$ cat src/hdl/kstm_pkg.sv
package kstm_pkg;

    localparam int NUM_KEYS  = 17;
    localparam int KEY_IDX_W = $clog2(NUM_KEYS);

    // configuration register indexes
    localparam logic [1:0] CFG_VELOCITY_STEP = 2'd0;
    localparam logic [1:0] CFG_MOD_STEP_HALF = 2'd1;
    localparam logic [1:0] CFG_OCTAVE_MAX    = 2'd2;

    // event kinds
    localparam logic [2:0] EV_NONE     = 3'd0;
    localparam logic [2:0] EV_NOTE_ON  = 3'd1;
    localparam logic [2:0] EV_NOTE_OFF = 3'd2;
    localparam logic [2:0] EV_BEND     = 3'd3;
    localparam logic [2:0] EV_CTRL     = 3'd4;

    localparam logic [13:0] BEND_CENTER  = 14'd8192;
    localparam logic [13:0] BEND_MAX     = 14'd16383;
    localparam logic [6:0]  NOTE_MAX     = 7'd127;
    localparam logic [7:0]  MOD_HALF_MAX = 8'd254;
    localparam logic [6:0]  CC_MODULATION = 7'd1;

    localparam logic [6:0] VELOCITY_STEP_RST = 7'd20;
    localparam logic [7:0] MOD_STEP_RST      = 8'd5;
    localparam logic [3:0] OCTAVE_MAX_RST    = 4'd8;
    localparam logic [3:0] OCTAVE_RST        = 4'd3;
    localparam logic [6:0] VELOCITY_RST      = 7'd100;

    localparam int JOB_FIFO_DEPTH = 2;
    localparam int JOB_PTR_W      = $clog2(JOB_FIFO_DEPTH);

    // one classified request, handed from front to back
    typedef struct packed {
        logic                notes_en;
        logic                is_scan;
        logic                handled_base;
        logic [NUM_KEYS-1:0] keys;
        logic [3:0]          octave;
        logic [6:0]          velocity;
        logic                bend_en;
        logic [13:0]         bend_val;
        logic                cc_en;
        logic [6:0]          cc_val;
    } job_t;

    typedef enum logic {
        BK_IDLE,
        BK_RUN
    } back_state_t;

    // semitone offset of each note key above the octave base
    function automatic logic [4:0] key_offset(input logic [KEY_IDX_W-1:0] idx);
        logic [4:0] off;
        off = 5'd0;
        case (idx)
            5'd0:    off = 5'd0;
            5'd1:    off = 5'd1;
            5'd2:    off = 5'd2;
            5'd3:    off = 5'd3;
            5'd4:    off = 5'd4;
            5'd5:    off = 5'd5;
            5'd6:    off = 5'd6;
            5'd7:    off = 5'd7;
            5'd8:    off = 5'd8;
            5'd9:    off = 5'd9;
            5'd10:   off = 5'd10;
            5'd11:   off = 5'd11;
            5'd12:   off = 5'd12;
            5'd13:   off = 5'd14;
            5'd14:   off = 5'd15;
            5'd15:   off = 5'd16;
            5'd16:   off = 5'd17;
            default: off = 5'd0;
        endcase
        return off;
    endfunction

endpackage

$ cat src/hdl/kstm_ifs.sv
interface key_scan_if;
    logic                          valid;
    logic                          ready;
    logic                          req_type;
    logic                          enable_value;
    logic                          from_text_field;
    logic [kstm_pkg::NUM_KEYS-1:0] note_keys;
    logic                          octave_down_key;
    logic                          octave_up_key;
    logic                          velocity_down_key;
    logic                          velocity_up_key;
    logic                          bend_up_key;
    logic                          bend_down_key;
    logic                          mod_down_key;
    logic                          mod_up_key;

    modport source (
        output valid, req_type, enable_value, from_text_field, note_keys,
               octave_down_key, octave_up_key, velocity_down_key, velocity_up_key,
               bend_up_key, bend_down_key, mod_down_key, mod_up_key,
        input  ready
    );
    modport sink (
        input  valid, req_type, enable_value, from_text_field, note_keys,
               octave_down_key, octave_up_key, velocity_down_key, velocity_up_key,
               bend_up_key, bend_down_key, mod_down_key, mod_up_key,
        output ready
    );
endinterface

interface midi_event_if;
    logic        valid;
    logic        ready;
    logic [2:0]  event_kind;
    logic [6:0]  data_first;
    logic [13:0] data_value;
    logic        handled;
    logic        last_result;

    modport source (
        output valid, event_kind, data_first, data_value, handled, last_result,
        input  ready
    );
    modport sink (
        input  valid, event_kind, data_first, data_value, handled, last_result,
        output ready
    );
endinterface

interface cfg_write_if;
    logic       valid;
    logic       ready;
    logic [1:0] index;
    logic [7:0] data;

    modport source (output valid, index, data, input ready);
    modport sink (input valid, index, data, output ready);
endinterface

$ cat src/hdl/kstm_front.sv
module kstm_front (
    input  logic           clk,
    input  logic           rst_n,
    key_scan_if.sink       scan_in,
    cfg_write_if.sink      cfg,
    output logic           job_push,
    output kstm_pkg::job_t job_data,
    input  logic           job_full
);
    import kstm_pkg::*;

    logic [6:0] velocity_step_reg;
    logic [7:0] mod_step_reg;
    logic [3:0] octave_max_reg;

    logic       enabled_reg, enabled_next;
    logic [3:0] octave_reg, octave_next;
    logic [6:0] velocity_reg, velocity_next;
    logic [3:0] ctl_prev_reg, ctl_prev_next;
    logic [1:0] arrows_prev_reg, arrows_prev_next;
    logic [7:0] mod_half_reg, mod_half_next;

    logic       accept;
    logic [3:0] ctl;
    logic [3:0] rise;
    logic [1:0] arrows;
    logic [3:0] oct_dn;
    logic [6:0] vel_dn;
    logic [8:0] mod_sum;
    logic [6:0] mod_whole;
    job_t       job;

    assign scan_in.ready = !job_full;
    assign cfg.ready     = 1'b1;
    assign accept        = scan_in.valid && !job_full;

    assign ctl    = {scan_in.velocity_up_key, scan_in.velocity_down_key,
                     scan_in.octave_up_key, scan_in.octave_down_key};
    assign rise   = ctl & ~ctl_prev_reg;
    assign arrows = {scan_in.bend_down_key, scan_in.bend_up_key};

    // saturating counters, down step first then up step
    assign oct_dn = !rise[0] ? octave_reg :
                    (octave_reg != 4'd0 ? octave_reg - 4'd1 : 4'd0);
    assign vel_dn = !rise[2] ? velocity_reg :
                    (({1'b0, velocity_reg} > ({1'b0, velocity_step_reg} + 8'd1))
                        ? velocity_reg - velocity_step_reg : 7'd1);
    assign mod_sum = {1'b0, mod_half_reg} + {1'b0, mod_step_reg};

    always_comb
    begin
        enabled_next     = enabled_reg;
        octave_next      = octave_reg;
        velocity_next    = velocity_reg;
        ctl_prev_next    = ctl_prev_reg;
        arrows_prev_next = arrows_prev_reg;
        mod_half_next    = mod_half_reg;
        job              = '0;
        mod_whole        = 7'd0;

        if (accept)
        begin
            if (scan_in.req_type)
            begin
                enabled_next = scan_in.enable_value;
                if (!scan_in.enable_value)
                begin
                    // release all sounding keys and center the bend
                    job.notes_en     = 1'b1;
                    job.bend_en      = 1'b1;
                    job.bend_val     = BEND_CENTER;
                    arrows_prev_next = 2'b00;
                end
            end
            else if (enabled_reg && !scan_in.from_text_field)
            begin
                octave_next = oct_dn;
                if (rise[1])
                begin
                    octave_next = (({1'b0, oct_dn} + 5'd1) < {1'b0, octave_max_reg})
                                  ? oct_dn + 4'd1 : octave_max_reg;
                end
                velocity_next = vel_dn;
                if (rise[3])
                begin
                    velocity_next = (({1'b0, vel_dn} + {1'b0, velocity_step_reg})
                                     < {1'b0, NOTE_MAX})
                                    ? vel_dn + velocity_step_reg : NOTE_MAX;
                end
                ctl_prev_next = ctl;

                job.notes_en     = 1'b1;
                job.is_scan      = 1'b1;
                job.keys         = scan_in.note_keys;
                job.octave       = octave_next;
                job.velocity     = velocity_next;
                job.handled_base = (ctl != 4'd0) || (arrows != 2'b00);

                if (arrows != arrows_prev_reg)
                begin
                    arrows_prev_next = arrows;
                    job.bend_en      = 1'b1;
                    job.handled_base = 1'b1;
                    if (arrows == 2'b01)
                        job.bend_val = BEND_MAX;
                    else if (arrows == 2'b10)
                        job.bend_val = 14'd0;
                    else
                        job.bend_val = BEND_CENTER;
                end

                if (scan_in.mod_up_key || scan_in.mod_down_key)
                begin
                    if (scan_in.mod_up_key)
                        mod_half_next = (mod_sum > {1'b0, MOD_HALF_MAX})
                                        ? MOD_HALF_MAX : mod_sum[7:0];
                    else
                        mod_half_next = (mod_half_reg > mod_step_reg)
                                        ? mod_half_reg - mod_step_reg : 8'd0;
                    // half units to whole, round half to even
                    mod_whole        = mod_half_next[7:1];
                    job.cc_en        = 1'b1;
                    job.cc_val       = mod_whole + {6'd0, mod_half_next[0] & mod_whole[0]};
                    job.handled_base = 1'b1;
                end
            end
        end
    end

    assign job_push = accept;
    assign job_data = job;

    always_ff @(posedge clk or negedge rst_n)
    begin
        if (!rst_n)
        begin
            velocity_step_reg <= VELOCITY_STEP_RST;
            mod_step_reg      <= MOD_STEP_RST;
            octave_max_reg    <= OCTAVE_MAX_RST;
        end
        else if (cfg.valid)
        begin
            unique case (cfg.index)
                CFG_VELOCITY_STEP: velocity_step_reg <= cfg.data[6:0];
                CFG_MOD_STEP_HALF: mod_step_reg      <= cfg.data;
                CFG_OCTAVE_MAX:    octave_max_reg    <= cfg.data[3:0];
                default:           ;
            endcase
        end
    end

    always_ff @(posedge clk or negedge rst_n)
    begin
        if (!rst_n)
        begin
            enabled_reg     <= 1'b1;
            octave_reg      <= OCTAVE_RST;
            velocity_reg    <= VELOCITY_RST;
            ctl_prev_reg    <= 4'd0;
            arrows_prev_reg <= 2'b00;
            mod_half_reg    <= 8'd0;
        end
        else
        begin
            enabled_reg     <= enabled_next;
            octave_reg      <= octave_next;
            velocity_reg    <= velocity_next;
            ctl_prev_reg    <= ctl_prev_next;
            arrows_prev_reg <= arrows_prev_next;
            mod_half_reg    <= mod_half_next;
        end
    end

endmodule

$ cat src/hdl/kstm_job_fifo.sv
module kstm_job_fifo (
    input  logic           clk,
    input  logic           rst_n,
    input  logic           push,
    input  kstm_pkg::job_t push_data,
    output logic           full,
    input  logic           pop,
    output kstm_pkg::job_t pop_data,
    output logic           empty
);
    import kstm_pkg::*;

    localparam int CNT_W = $clog2(JOB_FIFO_DEPTH + 1);

    job_t                 slot_reg [JOB_FIFO_DEPTH];
    logic [JOB_PTR_W-1:0] wr_ptr_reg, wr_ptr_next;
    logic [JOB_PTR_W-1:0] rd_ptr_reg, rd_ptr_next;
    logic [CNT_W-1:0]     count_reg, count_next;

    assign full     = (count_reg == CNT_W'(JOB_FIFO_DEPTH));
    assign empty    = (count_reg == '0);
    assign pop_data = slot_reg[rd_ptr_reg];

    always_comb
    begin
        wr_ptr_next = wr_ptr_reg;
        rd_ptr_next = rd_ptr_reg;
        count_next  = count_reg;
        if (push)
            wr_ptr_next = (wr_ptr_reg == JOB_PTR_W'(JOB_FIFO_DEPTH - 1)) ? '0
                          : wr_ptr_reg + JOB_PTR_W'(1);
        if (pop)
            rd_ptr_next = (rd_ptr_reg == JOB_PTR_W'(JOB_FIFO_DEPTH - 1)) ? '0
                          : rd_ptr_reg + JOB_PTR_W'(1);
        if (push && !pop)
            count_next = count_reg + CNT_W'(1);
        else if (pop && !push)
            count_next = count_reg - CNT_W'(1);
    end

    always_ff @(posedge clk)
    begin
        if (push)
            slot_reg[wr_ptr_reg] <= push_data;
    end

    always_ff @(posedge clk or negedge rst_n)
    begin
        if (!rst_n)
        begin
            wr_ptr_reg <= '0;
            rd_ptr_reg <= '0;
            count_reg  <= '0;
        end
        else
        begin
            wr_ptr_reg <= wr_ptr_next;
            rd_ptr_reg <= rd_ptr_next;
            count_reg  <= count_next;
        end
    end

endmodule

$ cat src/hdl/kstm_back.sv
module kstm_back (
    input  logic           clk,
    input  logic           rst_n,
    input  logic           job_valid,
    input  kstm_pkg::job_t job,
    output logic           job_pop,
    midi_event_if.source   event_out
);
    import kstm_pkg::*;

    back_state_t         state_reg, state_next;
    job_t                job_reg, job_next;
    logic [NUM_KEYS-1:0] mask_reg, mask_next;
    logic [NUM_KEYS-1:0] active_reg, active_next;
    logic                handled_reg, handled_next;
    logic                bend_pend_reg, bend_pend_next;
    logic                cc_pend_reg, cc_pend_next;
    logic [6:0]          key_note_reg [NUM_KEYS];

    logic                out_valid_reg, out_valid_next;
    logic [2:0]          out_kind_reg, out_kind_next;
    logic [6:0]          out_first_reg, out_first_next;
    logic [13:0]         out_value_reg, out_value_next;
    logic                out_handled_reg, out_handled_next;
    logic                out_last_reg, out_last_next;

    logic                 emit_ok;
    logic                 last;
    logic                 note_wr;
    logic [KEY_IDX_W-1:0] idx;
    logic [NUM_KEYS-1:0]  rest;
    logic [NUM_KEYS-1:0]  released;
    logic [8:0]           note_sum;
    logic [6:0]           note;

    // lowest pending key
    function automatic logic [KEY_IDX_W-1:0] first_set(input logic [NUM_KEYS-1:0] m);
        logic [KEY_IDX_W-1:0] r;
        r = '0;
        for (int i = NUM_KEYS - 1; i >= 0; i--)
        begin
            if (m[i])
                r = KEY_IDX_W'(i);
        end
        return r;
    endfunction

    assign idx      = first_set(mask_reg);
    assign rest     = mask_reg & (mask_reg - NUM_KEYS'(1));
    assign released = active_reg & ~job.keys;
    assign note_sum = ({5'd0, job_reg.octave} << 3) + ({5'd0, job_reg.octave} << 2)
                      + {4'd0, key_offset(idx)};
    assign note     = (note_sum > {2'b00, NOTE_MAX}) ? NOTE_MAX : note_sum[6:0];
    assign emit_ok  = !out_valid_reg || event_out.ready;

    always_comb
    begin
        state_next       = state_reg;
        job_next         = job_reg;
        mask_next        = mask_reg;
        active_next      = active_reg;
        handled_next     = handled_reg;
        bend_pend_next   = bend_pend_reg;
        cc_pend_next     = cc_pend_reg;
        out_valid_next   = out_valid_reg && !event_out.ready;
        out_kind_next    = out_kind_reg;
        out_first_next   = out_first_reg;
        out_value_next   = out_value_reg;
        out_handled_next = out_handled_reg;
        out_last_next    = out_last_reg;
        job_pop          = 1'b0;
        note_wr          = 1'b0;
        last             = 1'b0;

        unique case (state_reg)
            BK_IDLE:
            begin
                if (job_valid)
                begin
                    job_pop        = 1'b1;
                    job_next       = job;
                    mask_next      = job.notes_en ? (job.keys ^ active_reg) : '0;
                    handled_next   = job.handled_base ||
                                     (job.is_scan && ((job.keys != '0) || (released != '0)));
                    bend_pend_next = job.bend_en;
                    cc_pend_next   = job.cc_en;
                    state_next     = BK_RUN;
                end
            end
            BK_RUN:
            begin
                if (emit_ok)
                begin
                    out_valid_next = 1'b1;
                    if (mask_reg != '0)
                    begin
                        mask_next = rest;
                        last      = (rest == '0) && !bend_pend_reg && !cc_pend_reg;
                        if (job_reg.keys[idx])
                        begin
                            out_kind_next    = EV_NOTE_ON;
                            out_first_next   = note;
                            out_value_next   = {7'd0, job_reg.velocity};
                            active_next[idx] = 1'b1;
                            note_wr          = 1'b1;
                        end
                        else
                        begin
                            out_kind_next    = EV_NOTE_OFF;
                            out_first_next   = key_note_reg[idx];
                            out_value_next   = 14'd0;
                            active_next[idx] = 1'b0;
                        end
                    end
                    else if (bend_pend_reg)
                    begin
                        bend_pend_next = 1'b0;
                        last           = !cc_pend_reg;
                        out_kind_next  = EV_BEND;
                        out_first_next = 7'd0;
                        out_value_next = job_reg.bend_val;
                    end
                    else if (cc_pend_reg)
                    begin
                        cc_pend_next   = 1'b0;
                        last           = 1'b1;
                        out_kind_next  = EV_CTRL;
                        out_first_next = CC_MODULATION;
                        out_value_next = {7'd0, job_reg.cc_val};
                    end
                    else
                    begin
                        last           = 1'b1;
                        out_kind_next  = EV_NONE;
                        out_first_next = 7'd0;
                        out_value_next = 14'd0;
                    end
                    out_last_next    = last;
                    out_handled_next = last && handled_reg;
                    if (last)
                        state_next = BK_IDLE;
                end
            end
            default:
            begin
                state_next = BK_IDLE;
            end
        endcase
    end

    always_ff @(posedge clk)
    begin
        if (note_wr)
            key_note_reg[idx] <= note;
    end

    always_ff @(posedge clk)
    begin
        job_reg         <= job_next;
        mask_reg        <= mask_next;
        handled_reg     <= handled_next;
        out_kind_reg    <= out_kind_next;
        out_first_reg   <= out_first_next;
        out_value_reg   <= out_value_next;
        out_handled_reg <= out_handled_next;
        out_last_reg    <= out_last_next;
    end

    always_ff @(posedge clk or negedge rst_n)
    begin
        if (!rst_n)
        begin
            state_reg     <= BK_IDLE;
            active_reg    <= '0;
            bend_pend_reg <= 1'b0;
            cc_pend_reg   <= 1'b0;
            out_valid_reg <= 1'b0;
        end
        else
        begin
            state_reg     <= state_next;
            active_reg    <= active_next;
            bend_pend_reg <= bend_pend_next;
            cc_pend_reg   <= cc_pend_next;
            out_valid_reg <= out_valid_next;
        end
    end

    assign event_out.valid       = out_valid_reg;
    assign event_out.event_kind  = out_kind_reg;
    assign event_out.data_first  = out_first_reg;
    assign event_out.data_value  = out_value_reg;
    assign event_out.handled     = out_handled_reg;
    assign event_out.last_result = out_last_reg;

endmodule

$ cat src/hdl/key_scan_to_midi_events_unit.sv
// key scan to midi event converter
// scan_in takes one request per handshake: a key-state scan or a set-enable
// request. event_out delivers the midi events that request causes, one per
// handshake, note events by rising key index, then pitch bend, then
// controller 1; the last one carries last_result and the handled flag. a
// request with no event still yields one result of kind none.
// cfg writes velocity step (index 0), modulation step (1) and octave limit (2);
// write it only while no request is in flight.
// the front classifies a request in the cycle it is accepted and updates the
// octave, velocity, bend and modulation state, then queues a job (two deep).
// the back loads a job and then emits one event per cycle while event_out is
// ready, taking no new job until the last result of the current one; the
// back's one-event-per-cycle walk over changed keys sets the throughput. a
// result passes the job queue, the back's job register and the output register.
// a stalled event_out holds its output register and the back; the front keeps
// accepting until the job queue is full, then drops scan_in.ready.
// reset clears the queue and the set of sounding keys; enable is on, octave 3,
// velocity 100, modulation 0, registers at their defaults.
module key_scan_to_midi_events_unit (
    input  logic         clk,
    input  logic         rst_n,
    key_scan_if.sink     scan_in,
    midi_event_if.source event_out,
    cfg_write_if.sink    cfg
);
    import kstm_pkg::*;

    // job handoff between front and back
    logic job_push;
    logic job_full;
    logic job_pop;
    logic job_empty;
    job_t job_in;
    job_t job_out;

    // front: config registers, counters, request classification
    kstm_front u_front (
        .clk      (clk),
        .rst_n    (rst_n),
        .scan_in  (scan_in),
        .cfg      (cfg),
        .job_push (job_push),
        .job_data (job_in),
        .job_full (job_full)
    );

    // short decoupling queue
    kstm_job_fifo u_fifo (
        .clk       (clk),
        .rst_n     (rst_n),
        .push      (job_push),
        .push_data (job_in),
        .full      (job_full),
        .pop       (job_pop),
        .pop_data  (job_out),
        .empty     (job_empty)
    );

    // back: key memory and event sequencing
    kstm_back u_back (
        .clk       (clk),
        .rst_n     (rst_n),
        .job_valid (!job_empty),
        .job       (job_out),
        .job_pop   (job_pop),
        .event_out (event_out)
    );

endmodule
$ cat src/flat_wrapper.sv
// flat-port wrapper written by rule: the top's interface ports become plain ports
module key_scan_to_midi_events_unit_flat import kstm_pkg::*;
  (clk, rst_n, scan_in_valid, scan_in_req_type, scan_in_enable_value, scan_in_from_text_field, scan_in_note_keys, scan_in_octave_down_key, scan_in_octave_up_key, scan_in_velocity_down_key, scan_in_velocity_up_key, scan_in_bend_up_key, scan_in_bend_down_key, scan_in_mod_down_key, scan_in_mod_up_key, scan_in_ready, event_out_valid, event_out_event_kind, event_out_data_first, event_out_data_value, event_out_handled, event_out_last_result, event_out_ready, cfg_valid, cfg_index, cfg_data, cfg_ready);
  key_scan_if scan_in_i ();
  midi_event_if event_out_i ();
  cfg_write_if cfg_i ();
  input  logic clk;
  input  logic rst_n;
  input wire logic [$bits(scan_in_i.valid)-1:0] scan_in_valid;
  input wire logic [$bits(scan_in_i.req_type)-1:0] scan_in_req_type;
  input wire logic [$bits(scan_in_i.enable_value)-1:0] scan_in_enable_value;
  input wire logic [$bits(scan_in_i.from_text_field)-1:0] scan_in_from_text_field;
  input wire logic [$bits(scan_in_i.note_keys)-1:0] scan_in_note_keys;
  input wire logic [$bits(scan_in_i.octave_down_key)-1:0] scan_in_octave_down_key;
  input wire logic [$bits(scan_in_i.octave_up_key)-1:0] scan_in_octave_up_key;
  input wire logic [$bits(scan_in_i.velocity_down_key)-1:0] scan_in_velocity_down_key;
  input wire logic [$bits(scan_in_i.velocity_up_key)-1:0] scan_in_velocity_up_key;
  input wire logic [$bits(scan_in_i.bend_up_key)-1:0] scan_in_bend_up_key;
  input wire logic [$bits(scan_in_i.bend_down_key)-1:0] scan_in_bend_down_key;
  input wire logic [$bits(scan_in_i.mod_down_key)-1:0] scan_in_mod_down_key;
  input wire logic [$bits(scan_in_i.mod_up_key)-1:0] scan_in_mod_up_key;
  output wire logic [$bits(scan_in_i.ready)-1:0] scan_in_ready;
  output wire logic [$bits(event_out_i.valid)-1:0] event_out_valid;
  output wire logic [$bits(event_out_i.event_kind)-1:0] event_out_event_kind;
  output wire logic [$bits(event_out_i.data_first)-1:0] event_out_data_first;
  output wire logic [$bits(event_out_i.data_value)-1:0] event_out_data_value;
  output wire logic [$bits(event_out_i.handled)-1:0] event_out_handled;
  output wire logic [$bits(event_out_i.last_result)-1:0] event_out_last_result;
  input wire logic [$bits(event_out_i.ready)-1:0] event_out_ready;
  input wire logic [$bits(cfg_i.valid)-1:0] cfg_valid;
  input wire logic [$bits(cfg_i.index)-1:0] cfg_index;
  input wire logic [$bits(cfg_i.data)-1:0] cfg_data;
  output wire logic [$bits(cfg_i.ready)-1:0] cfg_ready;
  assign scan_in_i.valid = scan_in_valid;
  assign scan_in_i.req_type = scan_in_req_type;
  assign scan_in_i.enable_value = scan_in_enable_value;
  assign scan_in_i.from_text_field = scan_in_from_text_field;
  assign scan_in_i.note_keys = scan_in_note_keys;
  assign scan_in_i.octave_down_key = scan_in_octave_down_key;
  assign scan_in_i.octave_up_key = scan_in_octave_up_key;
  assign scan_in_i.velocity_down_key = scan_in_velocity_down_key;
  assign scan_in_i.velocity_up_key = scan_in_velocity_up_key;
  assign scan_in_i.bend_up_key = scan_in_bend_up_key;
  assign scan_in_i.bend_down_key = scan_in_bend_down_key;
  assign scan_in_i.mod_down_key = scan_in_mod_down_key;
  assign scan_in_i.mod_up_key = scan_in_mod_up_key;
  assign scan_in_ready = scan_in_i.ready;
  assign event_out_valid = event_out_i.valid;
  assign event_out_event_kind = event_out_i.event_kind;
  assign event_out_data_first = event_out_i.data_first;
  assign event_out_data_value = event_out_i.data_value;
  assign event_out_handled = event_out_i.handled;
  assign event_out_last_result = event_out_i.last_result;
  assign event_out_i.ready = event_out_ready;
  assign cfg_i.valid = cfg_valid;
  assign cfg_i.index = cfg_index;
  assign cfg_i.data = cfg_data;
  assign cfg_ready = cfg_i.ready;
  key_scan_to_midi_events_unit u_core (.clk(clk), .rst_n(rst_n), .scan_in(scan_in_i), .event_out(event_out_i), .cfg(cfg_i));
endmodule
$ cat config.mk
export PLATFORM = sky130hd
export DESIGN_NAME = key_scan_to_midi_events_unit_flat
export DESIGN_NICKNAME = d
export VERILOG_FILES = /design/src/hdl/kstm_pkg.sv /design/src/hdl/kstm_ifs.sv /design/src/hdl/kstm_front.sv /design/src/hdl/kstm_job_fifo.sv /design/src/hdl/kstm_back.sv /design/src/hdl/key_scan_to_midi_events_unit.sv /design/src/flat_wrapper.sv
export SDC_FILE = /design/constraint.sdc
export NUM_CORES = 1
export LEC_CHECK = 0
export ABC_AREA = 1
export BUFFER_PORTS_ARGS = -buffer_cell sky130_fd_sc_hd__buf_2
export CORE_UTILIZATION = 35
export CTS_CLUSTER_SIZE = 30
export DETAILED_ROUTE_END_ITERATION = 12
export PLACE_DENSITY = 0.52
export SLEW_MARGIN = 10
export SYNTH_ARGS = -nofsm -noshare
export SYNTH_HDL_FRONTEND = slang
export SYNTH_SLANG_ARGS = --single-unit
$ cat constraint.sdc
create_clock -name clk -period 5.2 [get_ports clk]
set_input_delay 0.52 -clock clk [delete_from_list [all_inputs] [get_ports clk]]
set_output_delay 0.52 -clock clk [all_outputs]
set_load 0.02 [all_outputs]
# Word-level counts from Yosys, hierarchy flattened
# Memory sizes are Yosys's and may differ from the RTL's.
# Index checks and enable logic that the tools add are counted.
dict set report word_totals {
  wordCells 235
  in_bits 43
  register_bits 163
  ramBits 227
  out_inout_bits 29
  rom_bits 160
  memories 3
}
dict set report op_classes {
  mux 105
  n_reduce_logical 48
  eq_ne 12
  n_addsub 17
  bitwise_logic 13
  n_lt_le_gt_ge 8
}
# name depth width rd rd_clocked_by_memory_dff wr line
set memory_table {}
lappend memory_table {{(name not given)} 32 5 1 0 0 kstm_pkg.sv:56} ;# case (idx)
lappend memory_table {u_core.u_back.key_note_reg 17 7 1 0 1 kstm_back.sv:18} ;# logic [6:0] key_note_reg [NUM_KEYS];
lappend memory_table {u_core.u_fifo.slot_reg 2 54 1 0 1 kstm_job_fifo.sv:15} ;# job_t slot_reg [JOB_FIFO_DEPTH];
# cell count
set ops {}
lappend ops {{$mux W54} 2}
lappend ops {{$mux W17} 5}
lappend ops {{$mux W5} 17}
lappend ops {{$mux W8} 9}
lappend ops {{$mux W7} 9}
lappend ops {{$mux W14} 4}
lappend ops {{$and A17 B17 Y17} 3}
lappend ops {{$reduce_bool A17 Y1} 3}
lappend ops {{$mux W15} 3}
lappend ops {{$mux W1} 35}
lappend ops {{$not A17 Y17} 2}
lappend ops {{$pmux W17 S2} 1}
lappend ops {{$mux W30} 1}
lappend ops {{$logic_not A17 Y1} 1}
lappend ops {{$or A17 B17 Y17} 1}
lappend ops {{$sub A17 B1 Y17 const B} 1}
lappend ops {{$xor A17 B17 Y17} 1}
lappend ops {{$mux W4} 4}
lappend ops {{$mux W2} 7}
lappend ops {{$reduce_and A2 Y1} 6}
lappend ops {{$reduce_and A3 Y1} 4}
lappend ops {{$reduce_and A4 Y1} 3}
lappend ops {{$logic_and A1 B1 Y1} 10}
lappend ops {{$add A8 B5 Y9} 1}
lappend ops {{other kinds (40)} 70}

# Longest topological paths before layout
# Gate-level depths: netlist of the first run.
dict set report logic_depth {
  ltp_word 25
  ltp_mapped 34
  mapped_depth_nobuf 31
}

# Cells and area by module
# Synthesis of the first run repeated with hierarchy kept, for this count alone.
dict set report unflattened {
  cells_unflattened 1835
  hier_area_um2 19286.0
}
# mod area_per_inst_um2 seq_area_each_um2 cells_each n_inst
set modules_own_cells {}
lappend modules_own_cells {kstm_back 10481.3 6891.6 982 1}
lappend modules_own_cells {kstm_front 4448.0 1139.8 659 1}
lappend modules_own_cells {kstm_job_fifo 4352.9 3343.2 193 1}
lappend modules_own_cells {key_scan_to_midi_events_unit 3.8 0.0 1 1}

# Worst setup path before layout of the first run
# No wires, ideal clock.
dict set report synth_path {
  kind {register to register}
  from {reg u_core.u_back.mask_reg[14]}
  to {reg u_core.u_back.out_first_reg[5], in the netlist u_core.u_back.event_out.data_first[5] (data pin)}
  stages_incl_launch_ff 22
  setup_time_ns 0.140
  period_less_slack_ns 4.324
  path_slack_ns 0.876
  t_required_ns 5.060
  n_path_buf 2
  arrival_time_ns 4.185
  cell_sequence {edfxtp_1 nor2_1 o31ai_1 nand2_1 nand2_1 nand2_1 nand2_1 nand2_1 buf_2 buf_1 ha_1 inv_1 nor3_1 a21oi_1 fa_1 inv_1 fa_1 nand2_1 inv_1 o21ai_0 o21ai_1 nor2_1}
}
dict set report synth_via {
  elab_chain_len 21
}
# element line
set synth_rtl {}
lappend synth_rtl {{start, declared} kstm_back.sv:13} ;# logic [NUM_KEYS-1:0] mask_reg, mask_next;
lappend synth_rtl {{start signal, assigned} kstm_back.sv:160} ;# mask_reg <= mask_next;
lappend synth_rtl {{$mux W5 * (15 in a row)} kstm_back.sv:42} ;# if (m[i])
lappend synth_rtl {{$mem_v2 Z32 W5 *} -}
lappend synth_rtl {{$add A8 B5 Y9 *} kstm_back.sv:52} ;# + {4'd0, key_offset(idx)};
lappend synth_rtl {{$gt A9 B7 Y1} kstm_back.sv:53} ;# assign note = (note_sum > {2'b00, NOTE_MAX}) ? NOTE_MAX : note_sum[6:0];
lappend synth_rtl {{$mux W7 *} kstm_back.sv:53}
lappend synth_rtl {{via u_core.u_back.note[5]} kstm_back.sv:34} ;# logic [6:0] note;
lappend synth_rtl {{$mux W7 *} kstm_back.sv:99} ;# if (job_reg.keys[idx])
lappend synth_rtl {{$mux W7 *} kstm_back.sv:95} ;# if (mask_reg != '0)
lappend synth_rtl {{end signal, assigned} kstm_back.sv:163} ;# out_first_reg <= out_first_next;
lappend synth_rtl {{end, declared} kstm_back.sv:22} ;# logic [6:0] out_first_reg, out_first_next;
# Mark *: on every way through the listed nets, which the timed path passes. The rest lies on a longest branch. The select of a mux whose other input is x is not followed.
# A chain may end at the register's enable or synchronous reset.

==> flow_summary.yaml, run 1 <==
global_route:
  grt_pass1_vias: 11986
  gr-usage-all-layers_pct: 17.48
  grt_pass1_wl_mm: 67.14
  grt_max_degree: 63
  grt_overflow: 0
  antenna_found_initial: 0
worst_setup_path:
  start_kind: "flip-flop"
  critical_path.max_fanout: 7
  crit_arrival_ns: 4.91
  reg2reg_slack_ns: 0.58
  rr_startpoint: "u_core.u_front.velocity_step_reg[0]"
  end_kind: "flip-flop"
  timing.rr.end: "u_core.u_fifo.slot_reg[1][23]"
  required_ns: 5.49
  cp_slowest_cell: "dfrtp_1"
  path_class: "flip-flop to flip-flop"
  reg2reg_depth: 27
  critPathMaxStageDelay_ns: 0.46
placed_design:
  dp.cells: 2469
  gp_congestion: 0.8822
  portBuffers: 70
  dp_hpwl_mm: 29.86
  dpl_cell_area_um2: 18410
sta:
  fmax_mhz: 216.5
  rsz0062_at_grt: "no"
  hold_viol: 0
  whs_ns: 0.1910
  final_max_slew_viol_count: 0
  fin_skew_ns: 0.02192
  period_share_pct: 88.82
  fin_crit_ns: 4.619
  slew-limit-headroom_pct: 18.49
  setup_viol_count_final: 0
  worst_pin_slew_ns: 1.214
  finalSetupTns_ns: 0
logic_synthesis:
  yosysWarnings: 0
  synth_cell_types: 51
  synth_area_leader_cell: "edfxtp_1"
  yosys-top-cells-count: "nand2_1, edfxtp_1, inv_1, nor2_1, o21ai_0"
  yosysMostFrequentCell: "nand2_1"
  synth-seq-cells: 349
  synth-edff-count: 279
  yosys.area.top_type_share_pct: 48.63
  synth_nets: 1884
  yosysSeqAreaShare_pct: 58.88
  avgSynthCellArea_um2: 9.772
  netlist_area_um2: 17230
  synth-main-ff-cell: "edfxtp_1"
  netlist_top_cells_area: "edfxtp_1, dfrtp_1, nand2_1"
  async_flop_share_pct: 20.06
  postSynthCellCount: 1763
run:
  cap_violations: 0
floorplan:
  num_rows: 80
  ioPinCount: 72
  die_area_um2: 50110
  die_w_um: 223.9
  start_util_pct: 35.78
  core_um2: 48150
  die_h_um: 223.9
pwr:
  combPwrFrac_pct: 37.7
  clkPwrFrac_pct: 24.6
  switching_power_w: 0.004276
  pwr-share-seq_pct: 37.8
  p_per_area_nw_per_um2: 563.7
  ir_worst_vdd_uv: 250.8
  power.leakage_nw: 8.621
  p_int_w: 0.006808
  netSwitchingFraction_pct: 38.58
clock_tree:
  htree_levels: 2
  clk_latency_ns: 0.55
  cts_tree: "built"
  clk_pin_slew_ns: 0.06
  numCtsBuffers: 39
  cts_root_buffer: "clkbuf_16"
  clockBufferDepth: 3
  cts.sinks: 349
layout:
  multi_input_area_um2: 5811
  final-seq-area_um2: 10140
  nets: 1976
  syn_to_final_growth_pct: 14.14
  fill_cells: 4696
  fin_cells: 2539
  antennaDiodeCount: 0
  drive_gt1_share_pct: 11.58
  fin_area_um2: 19660
  largest_reg_flops: 119
route:
  drcViolationCount: 0
  via_per_inst: 4.761
  num_vias: 12087
  wl_per_cell_um: 16.90
  dr.pass1.iters: 6
  drt-initial-drc-count: 805
  routed_wl_mm: 42.90
  antenna_left: 0
hold_path:
  hp-class: "input port to flip-flop"
  hp-start: "event_out_ready"
  hold_path_end: "u_core.u_back.event_out.valid"
  min_path_cells: 2
run_status:
  status: "completed"
repair_timing:
item / CTS / global route
gates resized for setup: 0 / 2
hold buffers: 1 / 0
endpoints found under the hold margin: 12 / 0
setup buffers: 0 / 0
setup endpoints to repair: 0 / 4
kinds of logic (layout without fill, tap and decap cells):
family	count (synthesis)	after routing	share of synthesized area [%]
AND/OR/NAND/NOR	734	734	18.17
flip-flops	349	349	58.88
buffers and inverters	327	447	7.597
AO/OA/AOI/OAI	247	247	7.989
adder cells (fa/ha/maj)	78	78	5.970
XOR/XNOR	27	27	1.373
other	1	1	0.02177
per-layer routing:
metal | track usage, % | vias to the layer above | routed length (um)
met4 | 7.601 | 0 | 1596
met1 | 23.26 | 5712 | 19500
li1 | - | 6031 | -
met2 | 28.61 | 262 | 20060
met3 | 2.217 | 82 | 1749
met5 | 0 | - | 0
worst max path at each step:
| stage | from | endpoint | slack [ns] | cells past startpoint |
|---|---|---|---|---|
| finish | u_core.u_front.velocity_step_reg[0] | u_core.u_fifo.slot_reg[1][23] | 0.58 | 27 |
| global route | u_core.u_front.velocity_step_reg[0] | u_core.u_fifo.slot_reg[1][23] | 0.02 | 27 |
| CTS | u_core.u_front.velocity_step_reg[1] | u_core.u_fifo.slot_reg[0][24] | 0.53 | 26 |
| detailed placement | u_core.u_front.velocity_step_reg[1] | u_core.u_fifo.slot_reg[1][24] | 0.58 | 27 |
| global placement | u_core.u_back.mask_reg[13] | u_core.u_back.event_out.data_first[5] | 0.70 | 27 |
| floorplan | u_core.u_back.mask_reg[14] | u_core.u_back.event_out.data_first[5] | 0.88 | 21 |
metrics by stage:
| stage | total power, W | setup slack [ns] | utilization [%] |
|---|---|---|---|
| finish | 0.01108 | 0.5812 | 40.84 |
| global route | 0.01189 | 0.02014 | 40.84 |
| global placement | 0.008377 | 0.7012 | 38.23 |
| CTS | 0.01121 | 0.5350 | 40.84 |
| detailed placement | 0.008422 | 0.5835 | 38.23 |
| floorplan | 0.007176 | 0.8755 | - |
cell type report:
| class | count | share of cell area [%] |
|---|---|---|
| well taps | 656 | 4.174 |
| flip-flops and latches | 349 | 51.59 |
| repair buffers | 105 | 3.143 |
| clock inverters | 21 | 1.196 |
| inverters | 273 | 5.211 |
| multi-input cells | 1087 | 29.55 |
| clock buffers | 48 | 5.135 |
cells in the final DEF, fill, tap and decap left out, drive strengths merged, types with 3 or more instances in the layout:
master / count
nand3b: 7
clkinv: 15
xnor2: 5
nand3: 99
ha: 71
nor2: 162
o21bai: 4
o32ai: 5
o21ai: 142
o22ai: 16
xor2: 22
or2: 30
dfrtp: 59
o31ai: 3
buf: 104
bufinv: 5
clkbuf: 48
fa: 7
nor3: 7
nor4: 14
o211ai: 9
a22oi: 7
nand4: 15
nand2: 397
edfxtp: 279
a21oi: 47
inv: 273
dfstp: 11
worst max-delay path: cells and delay by family, from the launching register on:
family | cells | cell delay (ns)
and+or+nand+nor | 13 | 1.53
AOI/OAI and AO/OA | 7 | 1.13
adders and majority gates | 3 | 0.91
DFF | 1 | 0.46
buffers and inverters | 3 | 0.22
xor gates and xnor gates | 1 | 0.12
power by group through the flow:
stage               Sequential [W]  Combinational (W)  Clock (W)
global placement           0.00423            0.00414          0
global route               0.00425            0.00474    0.00290
finish                     0.00418            0.00418    0.00272
floorplan                  0.00422            0.00296          0
CTS                        0.00419            0.00421    0.00281
detailed placement         0.00423            0.00419          0
No activity file was read; power rests on OpenSTA's default activity.
==> run 2: changes to the inputs <==
--- a/config.mk
+++ b/config.mk
@@ -5,7 +5,6 @@
 export SDC_FILE = /design/constraint.sdc
 export NUM_CORES = 1
 export LEC_CHECK = 0
-export ABC_AREA = 1
 export BUFFER_PORTS_ARGS = -buffer_cell sky130_fd_sc_hd__buf_2
 export CORE_UTILIZATION = 35
 export CTS_CLUSTER_SIZE = 30
@@ -15,3 +14,4 @@
 export SYNTH_ARGS = -nofsm -noshare
 export SYNTH_HDL_FRONTEND = slang
 export SYNTH_SLANG_ARGS = --single-unit
+export TNS_END_PERCENT = 1
==> run 2 against run 1 <==
Net effect:
- core utilization shrank 0.066 points
- wire length rose by 1.0%
- global-route usage grew 0.19 points
- via count shrank 4.6%
- sequential share of layout area grew 0.19 points
- synthesized cell count shrank 18%
- cell area decreased by 0.37%
- fmax increased by 1.7%
- synthesized area shrank 0.38%
- clock power rose by 7%
- clock-buffer cell count rose by 10
==> flow_summary.yaml, run 2 <==
global_route:
  antenna_found_initial: 2
  gr-usage-all-layers_pct: 17.66
  grt_overflow: 0
  grt_pass1_vias: 11347
  grt_max_degree: 65
  grt_pass1_wl_mm: 67.62
logic_synthesis:
  yosysSeqAreaShare_pct: 59.10
  synth_area_leader_cell: "edfxtp_1"
  netlist_area_um2: 17160
  synth-edff-count: 279
  avgSynthCellArea_um2: 11.88
  synth_cell_types: 85
  synth-seq-cells: 349
  yosysWarnings: 0
  synth_nets: 1566
  yosys.area.top_type_share_pct: 48.82
  yosysMostFrequentCell: "edfxtp_1"
  netlist_top_cells_area: "edfxtp_1, dfrtp_1, ha_1"
  yosys-top-cells-count: "edfxtp_1, nand2_1, inv_1, nor2_1, o21ai_0"
  postSynthCellCount: 1445
  async_flop_share_pct: 20.06
  synth-main-ff-cell: "edfxtp_1"
route:
  wl_per_cell_um: 19.98
  drcViolationCount: 0
  num_vias: 11534
  via_per_inst: 5.318
  routed_wl_mm: 43.35
  dr.pass1.iters: 5
  drt-initial-drc-count: 871
  antenna_left: 0
pwr:
  p_int_w: 0.007201
  power.leakage_nw: 7.595
  p_per_area_nw_per_um2: 587.9
  ir_worst_vdd_uv: 217.6
  netSwitchingFraction_pct: 37.48
  combPwrFrac_pct: 37.6
  clkPwrFrac_pct: 25.2
  switching_power_w: 0.004316
  pwr-share-seq_pct: 37.2
sta:
  slew-limit-headroom_pct: 29.83
  whs_ns: 0.1908
  fin_skew_ns: 0.01357
  setup_viol_count_final: 0
  period_share_pct: 87.37
  worst_pin_slew_ns: 1.051
  final_max_slew_viol_count: 0
  finalSetupTns_ns: 0
  fmax_mhz: 220.1
  setup_slack_ns: 0.6569
  rsz0062_at_grt: "no"
  fin_crit_ns: 4.543
  hold_viol: 0
clock_tree:
  clk_latency_ns: 0.56
  cts_hold_buf: 1
  cts.sinks: 349
  cts_setup_buffers: 0
  htree_levels: 2
  post_cts_resized: 0
  numCtsBuffers: 41
  cts_root_buffer: "clkbuf_16"
  clockBufferDepth: 3
  cts_tree: "built"
  clk_pin_slew_ns: 0.06
worst_setup_path:
  required_ns: 5.49
  critical_path.max_fanout: 18
  start_kind: "flip-flop"
  cp_slowest_cell: "nor4_2"
  cp_cell_sequence: "nor4_2 > nand3_1 > nor2_1 > a22oi_1 > fa_1 > inv_1 > fa_1 > a21o_1 > a21oi_1 > o21ai_1 > buf_4 > a31oi_1 > a211oi_2"
  critPathBufInv: 2
  crit_top_cell: "fa_1"
  crit_arrival_ns: 4.84
  critPathMaxStageDelay_ns: 0.67
  path_class: "flip-flop to flip-flop"
  cp_top_family: "simple AND/OR/NAND/NOR gates"
  end_kind: "flip-flop"
placed_design:
  gp_congestion: 0.9053
  dp_hpwl_mm: 30.04
  portBuffers: 70
  place_ws_ns: 0.6961
  dpl_cell_area_um2: 18220
  dp.cells: 2092
run:
  cap_violations: 0
layout:
  fill_cells: 4588
  antennaDiodeCount: 0
  syn_to_final_growth_pct: 14.15
  fin_area_um2: 19590
  mostFrequentLayoutCells: "edfxtp_1, nand2_1, inv_1, nor2_1, ha_1"
  final_common_cell: "edfxtp_1"
  drive_gt1_share_pct: 16.02
  largest_reg_flops: 119
  nets: 1642
  fin_cells: 2169
floorplan:
  die_h_um: 223.4
  die_w_um: 223.4
  ioPinCount: 72
  num_rows: 80
  core_um2: 48050
  start_util_pct: 35.72
  die_area_um2: 49930
hold_path:
  hp-class: "input port to flip-flop"
run_status:
  status: "completed"
[run 2: cells by family after synthesis]
logic type / after synthesis / synth area share [%]
simple gates: 472 / 12.96
flops: 349 / 59.10
compound gates: 293 / 12.17
buf+inv: 149 / 3.623
fa+ha+maj: 81 / 6.167
mux: 68 / 4.323
xor+xnor: 32 / 1.633
other cells: 1 / 0.02185
[run 2: per-stage QoR]
| step | power [W] | utilization, % |
|---|---|---|
| floorplan | 0.007313 | - |
| global placement | 0.008614 | 37.92 |
| detailed placement | 0.008673 | 37.92 |
| CTS | 0.01162 | 40.78 |
| global route | 0.01224 | 40.78 |
| finish | 0.01152 | 40.78 |
[run 2: worst register-to-register path, delay by kind of cell, from the launching register on]
kind / cells / cell delay, ns
buffers and inverters: 2 / 0.29
AND/OR/NAND/NOR: 3 / 1.33
AO/OA/AOI/OAI: 6 / 1.21
adder cells (fa/ha/maj): 2 / 0.95
flip-flops: 1 / 0.50
[run 2: path summary, 6_finish.rpt]
kind	from	end	slack, ns	cells after the start
max in group asynchronous	rst_n	u_core.u_fifo.rd_ptr_reg	3.73	3
worst max register to register	u_core.u_back.mask_reg[3]	u_core.u_back.event_out.data_first[1]	0.66	13
worst max-delay path	u_core.u_back.mask_reg[3]	u_core.u_back.event_out.data_first[1]	0.66	13
worst min-delay path	scan_in_velocity_down_key	u_core.u_front.ctl_prev_reg[2]	0.19	3
worst min register to register	u_core.u_front.ctl_prev_reg[2]	u_core.u_front.ctl_prev_reg[2]	0.48	2
min in group asynchronous	rst_n	u_core.u_front.mod_half_reg[6]	0.29	2
[run 2: layout make-up]
class	instances	area [um2]	share of cell area [%]
sequential	349	10140	51.78
multi-input combinational	947	6406	32.70
clock buffer	58	1170	5.971
tap	615	769.5	3.928
timing repair buffer	105	618.1	3.155
inverter	77	289.0	1.475
clock inverter	18	193.9	0.9899
[run 2: power groups by stage]
| stage | Combinational [W] | Clock [W] | Sequential (W) |
|---|---|---|---|
| 6_report | 0.00433 | 0.00290 | 0.00428 |
| 3_3_place_gp | 0.00430 | 0 | 0.00431 |
| 4_1_cts | 0.00437 | 0.00297 | 0.00428 |
| 5_1_grt | 0.00481 | 0.00308 | 0.00435 |
| 3_5_place_dp | 0.00434 | 0 | 0.00433 |
| 2_1_floorplan | 0.00310 | 0 | 0.00422 |
[run 2: metal layers]
layer	share of wire, %	routed length [um]	global-route usage, %
met5	0	0	0
met4	1.5	629	3.491
met3	4.8	2070	3.332
met2	45	19400	27.21
met1	49	21250	25.88
